### src/hw/rtl/se2er_pkg.sv
// shared types, constants and the cordic arctangent table for the edge residual block
package se2er_pkg;

  localparam int CordicSteps = 16;
  localparam int CfgIdxW = 3;

  localparam logic signed [16:0] HalfPiQ13 = 17'sd12868;
  localparam logic signed [16:0] PiQ13 = 17'sd25736;
  localparam logic signed [18:0] PiQ13W = 19'sd25736;
  localparam logic signed [18:0] TwoPiQ13 = 19'sd51472;
  localparam logic signed [33:0] CordicGain = 34'sd652032874;

  localparam logic [CfgIdxW-1:0] RegW00 = 3'd0;
  localparam logic [CfgIdxW-1:0] RegW10 = 3'd1;
  localparam logic [CfgIdxW-1:0] RegW11 = 3'd2;
  localparam logic [CfgIdxW-1:0] RegW20 = 3'd3;
  localparam logic [CfgIdxW-1:0] RegW21 = 3'd4;
  localparam logic [CfgIdxW-1:0] RegW22 = 3'd5;

  typedef struct packed {
    logic signed [31:0] from_x;
    logic signed [31:0] from_y;
    logic signed [15:0] from_heading;
    logic signed [31:0] to_x;
    logic signed [31:0] to_y;
    logic signed [15:0] to_heading;
    logic signed [31:0] meas_x;
    logic signed [31:0] meas_y;
    logic signed [15:0] meas_heading;
  } edge_in_t;

  typedef struct packed {
    logic signed [31:0] res_x;
    logic signed [31:0] res_y;
    logic signed [31:0] res_heading;
  } edge_out_t;

  // state handed from cell to cell
  typedef struct packed {
    logic signed [33:0] x;
    logic signed [33:0] y;
    logic signed [33:0] z;
    logic               neg;
    logic signed [32:0] dx;
    logic signed [32:0] dy;
    logic signed [31:0] mx;
    logic signed [31:0] my;
    logic signed [21:0] eh;
  } cord_t;

  function automatic logic signed [33:0] atan_q30(input logic [4:0] i);
    logic signed [33:0] r;
    case (i)
      5'd0:  r = 34'sd843314857;
      5'd1:  r = 34'sd497837829;
      5'd2:  r = 34'sd263043837;
      5'd3:  r = 34'sd133525159;
      5'd4:  r = 34'sd67021687;
      5'd5:  r = 34'sd33543516;
      5'd6:  r = 34'sd16775851;
      5'd7:  r = 34'sd8388437;
      5'd8:  r = 34'sd4194283;
      5'd9:  r = 34'sd2097149;
      5'd10: r = 34'sd1048576;
      5'd11: r = 34'sd524288;
      5'd12: r = 34'sd262144;
      5'd13: r = 34'sd131072;
      5'd14: r = 34'sd65536;
      5'd15: r = 34'sd32768;
      5'd16: r = 34'sd16384;
      5'd17: r = 34'sd8192;
      5'd18: r = 34'sd4096;
      5'd19: r = 34'sd2048;
      5'd20: r = 34'sd1024;
      5'd21: r = 34'sd512;
      5'd22: r = 34'sd256;
      5'd23: r = 34'sd128;
      default: r = 34'sd0;
    endcase
    return r;
  endfunction

endpackage

### src/hw/rtl/se2er_cell.sv
// one cordic rotation cell with its sideband, registered
module se2er_cell (
  input  logic                 clk,
  input  logic                 rst,
  input  logic                 en,
  input  logic [4:0]           step,
  input  logic                 vin,
  input  se2er_pkg::cord_t     din,
  output logic                 vout,
  output se2er_pkg::cord_t     dout
);
  import se2er_pkg::*;

  cord_t nxt;
  logic signed [33:0] xs;
  logic signed [33:0] ys;
  logic signed [33:0] at;

  always_comb begin
    xs = din.x >>> step;
    ys = din.y >>> step;
    at = atan_q30(step);
    nxt = din;
    if (!din.z[33]) begin
      nxt.x = din.x - ys;
      nxt.y = din.y + xs;
      nxt.z = din.z - at;
    end else begin
      nxt.x = din.x + ys;
      nxt.y = din.y - xs;
      nxt.z = din.z + at;
    end
  end

  always_ff @(posedge clk) begin
    if (rst) begin
      vout <= 1'b0;
    end else if (en) begin
      vout <= vin;
    end
  end

  always_ff @(posedge clk) begin
    if (en) begin
      dout <= nxt;
    end
  end

endmodule

### config.mk
export PLATFORM = sky130hd
export DESIGN_NAME = se2er_cell
export DESIGN_NICKNAME = d
export VERILOG_FILES = /design/src/hw/rtl/se2er_pkg.sv /design/src/hw/rtl/se2er_cell.sv
export SDC_FILE = /design/constraint.sdc
export NUM_CORES = 1
export LEC_CHECK = 0
export BUFFER_PORTS_ARGS = -buffer_cell sky130_fd_sc_hd__buf_2
export CELL_PAD_IN_SITES_DETAIL_PLACEMENT = 1
export CELL_PAD_IN_SITES_GLOBAL_PLACEMENT = 1
export CORE_MARGIN = 2
export CORE_UTILIZATION = 39
export CTS_BUF_LIST = sky130_fd_sc_hd__clkbuf_4
export DETAILED_ROUTE_END_ITERATION = 16
export GPL_TIMING_DRIVEN = 0
export PLACE_DENSITY = 0.8
export SYNTH_ARGS = -nofsm -noshare
export SYNTH_HDL_FRONTEND = slang
export SYNTH_SLANG_ARGS = --single-unit
### constraint.sdc
create_clock -name clk -period 7.2 [get_ports clk]
set_clock_uncertainty 0.05 [all_clocks]
set_input_delay 1.44 -clock clk [delete_from_list [all_inputs] [get_ports clk]]
set_output_delay 1.44 -clock clk [all_outputs]
set_load 0.02 [all_outputs]
==> results.toml <==
[sta]
hold_viol = 0
finalMaxSlewViolations = 0
worst_slack_ns = 0.1008
worst_pin_slew_ns = 1.194
min_period_over_period_pct = 98.60
rsz0062_at_grt = "yes"
max-slew-margin-rel_pct = 20.42
final-setup-viol-count = 0
fin_crit_ns = 7.099
max_clock_freq_ghz = 0.1409
hold_ws_ns = 0.4717

[worst_setup_path]
crit_fanout = 10
path_class = "in2reg"
crit_start = "step[0]"
cp.arrival_ns = 7.59
cpMaxStageDelayCell = "mux4_2"
required_ns = 7.69
worst_setup_path_start_kind = "primary input"
r2r_setup_slack_ns = 6.55
reg2regPathDepth = 2
r2r_start = "vout$_SDFFE_PP0P_"
crit_end = "dout[254]$_DFFE_PP_"
endpoint_kind = "flop"
worst_path_largest_cell_delay_ns = 0.56
worstReg2RegEnd = "vout$_SDFFE_PP0P_"

[logic_synthesis]
synth.area.top_cells = "edfxtp_1, ha_1, mux4_2"
synth_top_area_share_pct = 38.42
yosys-top-cells-count = "edfxtp_1, a21oi_1, nand2_1"
synthArstFlopShare_pct = 0
synthDistinctLibCells = 95
synth_warnings = 0
yosys.cell_count.top_type = "edfxtp_1"
synth_nets = 2213
yosysSeqAreaShare_pct = 38.52
ys.flop_type = "edfxtp_1"
avgSynthCellArea_um2 = 10.86
netlist_area_mm2 = 0.01993
synth-edff-count = 255
ys_ff_latch = 256
synth_top_area_cell = "edfxtp_1"
synth_cells = 1836

[die]
die_x_um = 230.1
initial_core_util_pct = 39.65
die_h_um = 230.1
rows = 82
core_mm2 = 0.05027
num_io_pins = 520
die_area_mm2 = 0.05293

[route]
wl_per_cell_um = 31.34
dr.pass1.iters = 5
postRouteAntennaNets = 0
drt-total-wl_mm = 99.38
drcViolationCount = 0
vias = 19360
via_per_inst = 6.105
drt-initial-drc-count = 1560

[global_routing]
grt_pass1_vias = 20160
gr-total-overflow = 0
grt_util_all_layers_pct = 36.55
antenna_found_initial = 17
grt_pass1_wl_mm = 140.1
grt_max_degree = 133

[final_layout]
drive_above_1_share_pct = 36.14
nNetsFinal = 2826
final_core_util_pct = 49.41
instances_no_fill = 3171
area_growth_pct = 24.62

[power_and_ir_drop]
switchingPower_w = 0.002346
p_leak_nw = 10.59
p_int_w = 0.003576
ir_drop_uv = 125.4
power_frac_clock_pct = 22.8
switching_share_pct = 39.61
p_comb_share_pct = 43.0
seqPwrFrac_pct = 34.2
pwr_density_cell_mw_per_mm2 = 238.4

[hold_path]
hold_class = "reg2reg"
hp-start = "vout$_SDFFE_PP0P_"

[clocking]
numCtsBuffers = 71
cts_root_buf = "clkbuf_4"
cts.path.max_buffers = 3
path_clk_slew_ns = 0.06
clock_latency_ns = 0.84
clkSinkCount = 256
cts_tree = "done"
cts_hold_buf = 0
ctsHtreeMaxLevel = 3

[status]
run_status = "complete, no violations"

[place]
io_buffers = 517
place_ws_ns = -2.279
hpwl_mm = 79.17
gp_congestion = 1.015
dp_cells = 3027

[run]
maxCapViolCount = 0
area by class of cell:
cell class / count / area (um^2)
Timing Repair Buffer: 542 / 2825
Antenna cell: 6 / 15.01
Fill cell: 5771 / 25430
Inverter: 47 / 178.9
Multi-Input combinational cell: 1440 / 11800
Buffer: 91 / 634.4
Sequential cell: 256 / 7677
Clock buffer: 103 / 773.2
Tap cell: 672 / 840.8
Clock inverter: 14 / 90.09
registers in the layout, summed over array words and instances (netlist names):
register  cells
dout        255
vout          1
power groups by stage:
stage          registers (W)  logic [W]  clock network [W]
2_1_floorplan        0.00236    0.00123                  0
3_3_place_gp         0.00205    0.00236                  0
3_5_place_dp         0.00205    0.00243                  0
4_1_cts              0.00203    0.00248            0.00139
5_1_grt              0.00204    0.00269            0.00145
6_report             0.00202    0.00255            0.00135
metrics by stage:
stage / power [W] / area (um^2) / setup TNS (ns)
finish: 0.005922 / 24840 / 0
global placement: 0.004410 / 23360 / -74.81
floorplan: 0.003585 / 19930 / 0
global route: 0.006180 / 24830 / -0.1081
CTS: 0.005888 / 24520 / -0.01033
detailed placement: 0.004482 / 23430 / -81.21
layer usage:
layer  share of wire (%)  wire (um)  global-route usage [%]
met1                  37      37150                   41.50
met2                  49      49070                   63.90
met3                 7.0       6957                   7.924
met4                 6.2       6163                   19.98
met5               0.041         41                       0
what timing repair did:
| action | 4_1_cts | 5_1_grt |
|---|---|---|
| pin swaps | 7 | 15 |
| resized for setup | 54 | 58 |
| setup buffers | 8 | 15 |
| endpoints found under the setup margin | 48 | 21 |
worst max-delay path, delay by kind of cell:
family | cells | cell delay (ns)
AO/OA/AOI/OAI | 12 | 2.11
XOR/XNOR | 1 | 0.16
adder cells (fa/ha/maj) | 1 | 0.36
buffers and inverters | 10 | 1.73
multiplexers | 2 | 0.77
AND/OR/NAND/NOR | 4 | 0.95
placed cells by master, fill, tap and decap left out, drive strengths merged, types with 29 or more instances in the layout:
cell type / count
ha: 110
nor3: 32
a21oi: 157
buf: 583
nand3: 32
a21o: 53
nor2: 126
inv: 50
nand2: 129
mux2: 51
mux4: 78
edfxtp: 255
nor2b: 29
mux2i: 61
xor2: 70
xnor2: 110
a31oi: 35
clkbuf: 153
o21ai: 89
how the worst min path moves through the flow:
stage,end,slack [ns],cells after the start
finish,vout$_SDFFE_PP0P_,0.47,2
detailed placement,vout$_SDFFE_PP0P_,0.46,2
global route,vout$_SDFFE_PP0P_,0.51,2
floorplan,vout$_SDFFE_PP0P_,0.53,2
global placement,vout$_SDFFE_PP0P_,0.42,2
CTS,vout$_SDFFE_PP0P_,0.48,2
logic make-up (layout without fill, tap and decap cells):
logic type / Yosys count / after routing / share of synthesized area (%)
other cells: 0 / 6 / 0
simple gates: 451 / 451 / 11.10
mux: 190 / 190 / 15.14
buf+inv: 140 / 797 / 3.647
compound gates: 506 / 506 / 16.47
fa+ha+maj: 113 / 113 / 7.207
xor+xnor: 180 / 180 / 7.910
flops: 256 / 256 / 38.52
Power figures use the tool's default switching activity.
